===== src/hw/rtl/pfrc_pkg.sv =====
// pfrc_pkg: types, codes and constants shared by the rule-chain classifier
// depends on nothing
package pfrc_pkg;

  localparam int RULES_PER_HOOK_DEF = 16;
  localparam int NUM_HOOKS_DEF      = 5;
  localparam int NUM_POLICY         = 5;
  localparam int CNT_W              = 9;   // holds a chain count up to 511
  localparam int PADDR_W            = 5;

  typedef enum logic [2:0] {
    REQ_EVAL  = 3'd0,
    REQ_ADD   = 3'd1,
    REQ_DEL   = 3'd2,
    REQ_FLUSH = 3'd3,
    REQ_READ  = 3'd4
  } req_t;

  localparam logic [1:0] ACT_ACCEPT = 2'd0;
  localparam logic [1:0] ACT_REJECT = 2'd2;
  localparam logic [1:0] ACT_LOG    = 2'd3;

  localparam logic ST_OK  = 1'b0;
  localparam logic ST_ERR = 1'b1;

  typedef enum logic {
    ST_IDLE,
    ST_WALK
  } st_t;

  // request held steady for the whole walk
  typedef struct packed {
    logic [2:0]       req;
    logic [2:0]       hook;
    logic [7:0]       proto;
    logic [31:0]      sip;
    logic [31:0]      smask;
    logic [31:0]      dip;
    logic [31:0]      dmask;
    logic [31:0]      sport;
    logic [31:0]      dport;
    logic [7:0]       ifp;
    logic [1:0]       act;
    logic [15:0]      li;
    logic [CNT_W-1:0] cnt;
  } cmd_t;

  // token handed from cell to cell
  typedef struct packed {
    logic        valid;
    logic        done;
    logic [1:0]  verdict;
    logic [31:0] pk;
    logic [63:0] by;
  } tok_t;

  typedef struct packed {
    logic [31:0] src;
    logic [31:0] smask;
    logic [31:0] dst;
    logic [31:0] dmask;
    logic [63:0] ports;   // dst range 63:32, src range 31:0
    logic [17:0] pia;     // action 17:16, iface 15:8, proto 7:0
    logic [31:0] pk;
    logic [63:0] by;
  } rule_t;

endpackage


===== src/hw/rtl/pfrc_cell.sv =====
// pfrc_cell: one rule slot of every chain; matches, counts, shifts and reports
// depends on pfrc_pkg
module pfrc_cell #(
  parameter int IDX            = 0,
  parameter int NUM_HOOKS      = 5,
  parameter int RULES_PER_HOOK = 16
) (
  input  logic           clk,
  input  logic           rst,
  input  pfrc_pkg::cmd_t  cmd,
  input  pfrc_pkg::tok_t  tok_in,
  input  pfrc_pkg::rule_t nb_rule,
  output pfrc_pkg::rule_t my_rule,
  output pfrc_pkg::tok_t  tok_out
);
  import pfrc_pkg::*;

  localparam int HIDX = (NUM_HOOKS > 1) ? $clog2(NUM_HOOKS) : 1;
  localparam logic [CNT_W-1:0] MY_SLOT = CNT_W'(IDX);
  localparam logic [CNT_W-1:0] MAX_CNT = CNT_W'(RULES_PER_HOOK);

  rule_t ent [NUM_HOOKS];
  rule_t e, ent_next;
  tok_t  tok_next;
  logic  wr, in_chain, hit, idx_ok;
  logic  [HIDX-1:0] hidx;
  logic  [15:0] slo, shi, dlo, dhi, sp, dp;
  logic  [3:0]  rin, rout, pin, pout;

  assign hidx    = cmd.hook[HIDX-1:0];
  assign e       = ent[hidx];
  assign my_rule = e;

  always_comb begin
    slo = e.ports[15:0];
    shi = e.ports[31:16];
    dlo = e.ports[47:32];
    dhi = e.ports[63:48];
    sp  = cmd.sport[15:0];
    dp  = cmd.dport[15:0];
    rin = e.pia[11:8];
    rout = e.pia[15:12];
    pin = cmd.ifp[3:0];
    pout = cmd.ifp[7:4];
    hit = (e.pia[7:0] == 8'd0 || e.pia[7:0] == cmd.proto) &&
          (((cmd.sip ^ e.src) & e.smask) == 32'd0) &&
          (((cmd.dip ^ e.dst) & e.dmask) == 32'd0) &&
          ((slo == 16'd0 && shi == 16'd0) || (sp >= slo && sp <= shi)) &&
          ((dlo == 16'd0 && dhi == 16'd0) || (dp >= dlo && dp <= dhi)) &&
          (rin == 4'd0 || rin == pin) && (rout == 4'd0 || rout == pout);
  end

  assign in_chain = MY_SLOT < cmd.cnt;
  assign idx_ok   = cmd.li < 16'(cmd.cnt);

  always_comb begin
    tok_next = tok_in;
    ent_next = e;
    wr       = 1'b0;
    unique case (cmd.req)
      REQ_EVAL: begin
        if (in_chain && !tok_in.done && hit) begin
          ent_next.pk = e.pk + 32'd1;
          ent_next.by = e.by + {48'd0, cmd.li};
          wr = 1'b1;
          if (e.pia[17:16] != ACT_LOG) begin
            tok_next.done    = 1'b1;
            tok_next.verdict = e.pia[17:16];
          end
        end
      end
      REQ_ADD: begin
        if (cmd.cnt == MY_SLOT && cmd.cnt < MAX_CNT) begin
          ent_next.src   = cmd.sip;
          ent_next.smask = cmd.smask;
          ent_next.dst   = cmd.dip;
          ent_next.dmask = cmd.dmask;
          ent_next.ports = {cmd.dport, cmd.sport};
          ent_next.pia   = {cmd.act, cmd.ifp, cmd.proto};
          ent_next.pk    = 32'd0;
          ent_next.by    = 64'd0;
          wr = 1'b1;
        end
      end
      REQ_DEL: begin
        // right neighbor is untouched yet, the token moves left to right
        if (idx_ok && 16'(IDX) >= cmd.li && (MY_SLOT + CNT_W'(1)) < cmd.cnt) begin
          ent_next = nb_rule;
          wr = 1'b1;
        end
      end
      REQ_READ: begin
        if (idx_ok && cmd.li == 16'(IDX)) begin
          tok_next.pk = e.pk;
          tok_next.by = e.by;
        end
      end
      default: begin
      end
    endcase
  end

  always_ff @(posedge clk) begin
    if (tok_in.valid && wr) begin
      ent[hidx] <= ent_next;
    end
  end

  always_ff @(posedge clk) begin
    if (rst) begin
      tok_out <= '0;
    end else begin
      tok_out <= tok_next;
    end
  end

endmodule


===== config.mk =====
export PLATFORM = sky130hd
export DESIGN_NAME = pfrc_cell
export DESIGN_NICKNAME = d
export VERILOG_FILES = /design/src/hw/rtl/pfrc_pkg.sv /design/src/hw/rtl/pfrc_cell.sv
export SDC_FILE = /design/constraint.sdc
export NUM_CORES = 2
export LEC_CHECK = 0
export BUFFER_PORTS_ARGS = -buffer_cell sky130_fd_sc_hd__buf_2
export CORE_MARGIN = 10
export CORE_UTILIZATION = 45
export CTS_CLUSTER_DIAMETER = 200
export DETAILED_ROUTE_END_ITERATION = 6
export PLACE_DENSITY = 0.7
export SYNTH_ARGS = -nofsm -noshare
export SYNTH_HDL_FRONTEND = slang
export SYNTH_SLANG_ARGS = --single-unit

===== constraint.sdc =====
create_clock -name clk -period 52.2 [get_ports clk]
set_input_delay 7.83 -clock clk [delete_from_list [all_inputs] [get_ports clk]]
set_output_delay 7.83 -clock clk [all_outputs]
set_load 0.01 [all_outputs]

==> out/results.ini <==
[run_status]
outcome = completed

[sta]
worst_pin_slew_ns = 1.27
final.min_clock_period_ns = 19.46
finalSetupTns_ns = 0
maxSlewViolCount = 0
fmax_mhz = 51.4
min_period_over_period_pct = 37.3
rsz0062_at_grt = false
maxSlewHeadroom_pct = 15.4
finalHoldViolCount = 0
setup_slack_ns = 32.74
setup_violations = 0
hold-worst-slack_ns = 0.692
skew_ns = 0.0664

[global_route]
overflow = 0
grt_antenna_before_repair = 59
grt_usage_pct = 30.8
grt_pass1_wl_mm = 402
grt_max_degree = 145
grt_pass1_vias = 53200

[setup_path]
crit_path_start_kind = primary input
r2r_end = ent[1][172]
critPathLaunch = cmd[237]
worstSetupPathType = in2out
crit_path_max_fanout = 119
reg2reg_slack_ns = 43.62
cp.required_ns = 44.37
end_kind = output pin
reg2reg_depth = 19
r2r-start = ent[0][175]
critical_path.endpoint = my_rule[46]
arrival_ns = 11.63

[finish]
utilization_pct = 53.3
nFillCells = 13600
final_nets = 7264
drive_above_1_share_pct = 25.3
area_growth_pct = 17.6

[yosys]
synth_top_area_cell = edfxtp_1
yosysWarningCount = 0
synth_cell_types = 94
yosysTopAreaCellShare_pct = 62.3
dominantRegCellSynth = edfxtp_1
synth_seq_area_share_pct = 65.1
synth_area_leaders = edfxtp_1 (62%), mux4_2 (4.2%), nand2_1 (3.3%), a22oi_1 (3.3%), dfxtp_1 (2.7%)
synth_fp_nets = 6254
yosysMostFrequentCell = edfxtp_1
synth-xor-area-share_pct = 1.74
ys_ff_latch = 1630
synth.mux.area_fraction_pct = 8.07
syn_area_um2 = 73700
synth_compound_area_share_pct = 11.5
postSynthCellCount = 5515
synth-async-reset-ratio_pct = 0
synth_fa_ha_area_share_pct = 1.54
synthSimpleGateAreaFrac_pct = 8.94
synthTopCellsByCount = edfxtp_1 (1530), nand2_1 (648), nor2_1 (378)
synth_top_family_by_area = compound AO/OA/AOI/OAI gates
syn_area_per_cell_um2 = 13.4
synth_edf_count = 1530

[routing]
ant_nets = 0
drc_errors = 0
vias_per_cell = 6.25
wl_per_cell_um = 32.6
route.vias.total = 55400
dr.pass1.iters = 6
drtIter0Drc = 7214
postRouteWirelength_mm = 289

[clocking]
h-tree-depth = 4
hold_buffers = 0
clk_path_buf_depth = 3
cts.sinks = 1630
clk_pin_slew_ns = 0.06
tritoncts = done
cts_buffers = 169
post_cts_buffers = 0
post_cts_resized = 0
clock_latency_ns = 0.81
root_buffer = clkbuf_16

[floorplanning]
core-area_um2 = 163000
floorplan.io_pins = 1055
start_util_pct = 45.3
design.die.area_um2 = 180000
die_w_um = 425
std_cell_rows = 148
fp.dieH_um = 425

[run]
drv_cap = 0

[place]
dp_hpwl_mm = 205
pre_cts_slack_ns = 32.77
numPortBuffers = 1054
gp_congestion = 1.03

[power]
peakVddDrop_mv = 0.0285
p_leak_nw = 32.4
cellPowerDensity_nw_per_um2 = 34.0

[worst_hold_path]
hold_class = reg2reg

-- how the worst min path moves through the flow --
stage / startpoint / endpoint / slack, ns / depth (start not counted)
2_1_floorplan: ent[3][48] / tok_out[48] / 0.60 / 2
3_3_place_gp: ent[3][3] / tok_out[3] / 0.67 / 2
3_5_place_dp: ent[4][9] / tok_out[9] / 0.69 / 2
4_1_cts: ent[3][3] / tok_out[3] / 0.69 / 2
5_1_grt: ent[4][29] / tok_out[29] / 0.78 / 2
6_report: ent[3][3] / tok_out[3] / 0.69 / 2
-- stage by stage --
| stage | cell area, um^2 | total power [mW] | instances |
|---|---|---|---|
| 2_1_floorplan | 73700 | 1.66 | 5515 |
| 3_3_place_gp | 81300 | 1.80 | 8529 |
| 3_5_place_dp | 81300 | 1.80 | 8529 |
| 4_1_cts | 86600 | 2.95 | 8836 |
| 5_1_grt | 86700 | 3.03 | 8854 |
| 6_report | 86700 | 2.94 | 8864 |
-- per-layer routing --
layer	vias up	wire [um]	share of wire [%]	global-route usage, %
li1	23300	-	-	-
met1	27800	110000	38	40.8
met2	3603	131000	45	46.6
met3	636	32300	11	8.26
met4	24	16200	5.6	15.4
met5	-	189	0.065	0
-- registers in the layout, indices dropped and copies added (netlist names) --
register / flops
tok_out: 100
ent: 1530
-- critical path, stage by stage --
cell and delay [ns]:
buf_8 0.48, buf_4 0.55, buf_12 0.48, or2_2 0.67, o221ai_1 0.30, a21oi_1 0.53, inv_1 0.32, buf_2 0.23
-- power breakdown --
group          switching [mW]  internal, mW  total, mW  leakage (nW)
clock network           0.512         0.651       1.16          2.58
registers             0.00412          1.46       1.46          14.7
logic                   0.220         0.101      0.322          15.1
total                   0.736          2.21       2.94          32.4
-- cell type report --
cell class	count	area (um^2)	area share, %
diodes	28	70.1	0.0808
clock buffers	223	4580	5.28
clock inverters	84	741	0.855
inverters	183	697	0.804
multi-input cells	3358	23600	27.2
flip-flops and latches	1630	47900	55.3
well taps	2175	2720	3.14
repair buffers	1183	6380	7.36
-- layout by cell type (no fill, tap or decap), drive strengths merged, types with 46 or more instances in the layout --
cell	instances
a211oi	74
a21o	50
a21oi	222
a221oi	60
a22oi	323
buf	1183
clkbuf	223
clkinv	64
dfxtp	100
edfxtp	1530
ha	89
inv	190
mux2	72
mux2i	199
mux4	139
nand2	648
nand3	79
nand4	58
nor2	380
nor3	98
nor4	46
o21ai	238
xnor2	72
xor2	74
-- kinds of logic after synthesis --
kind of cell / count (synthesis)
flip-flops: 1630
AND/OR/NAND/NOR: 1470
AO/OA/AOI/OAI: 1242
buffers and inverters: 527
multiplexers: 410
XOR/XNOR: 146
adder cells (fa/ha/maj): 90
No activity file was read; power rests on OpenSTA's default activity.
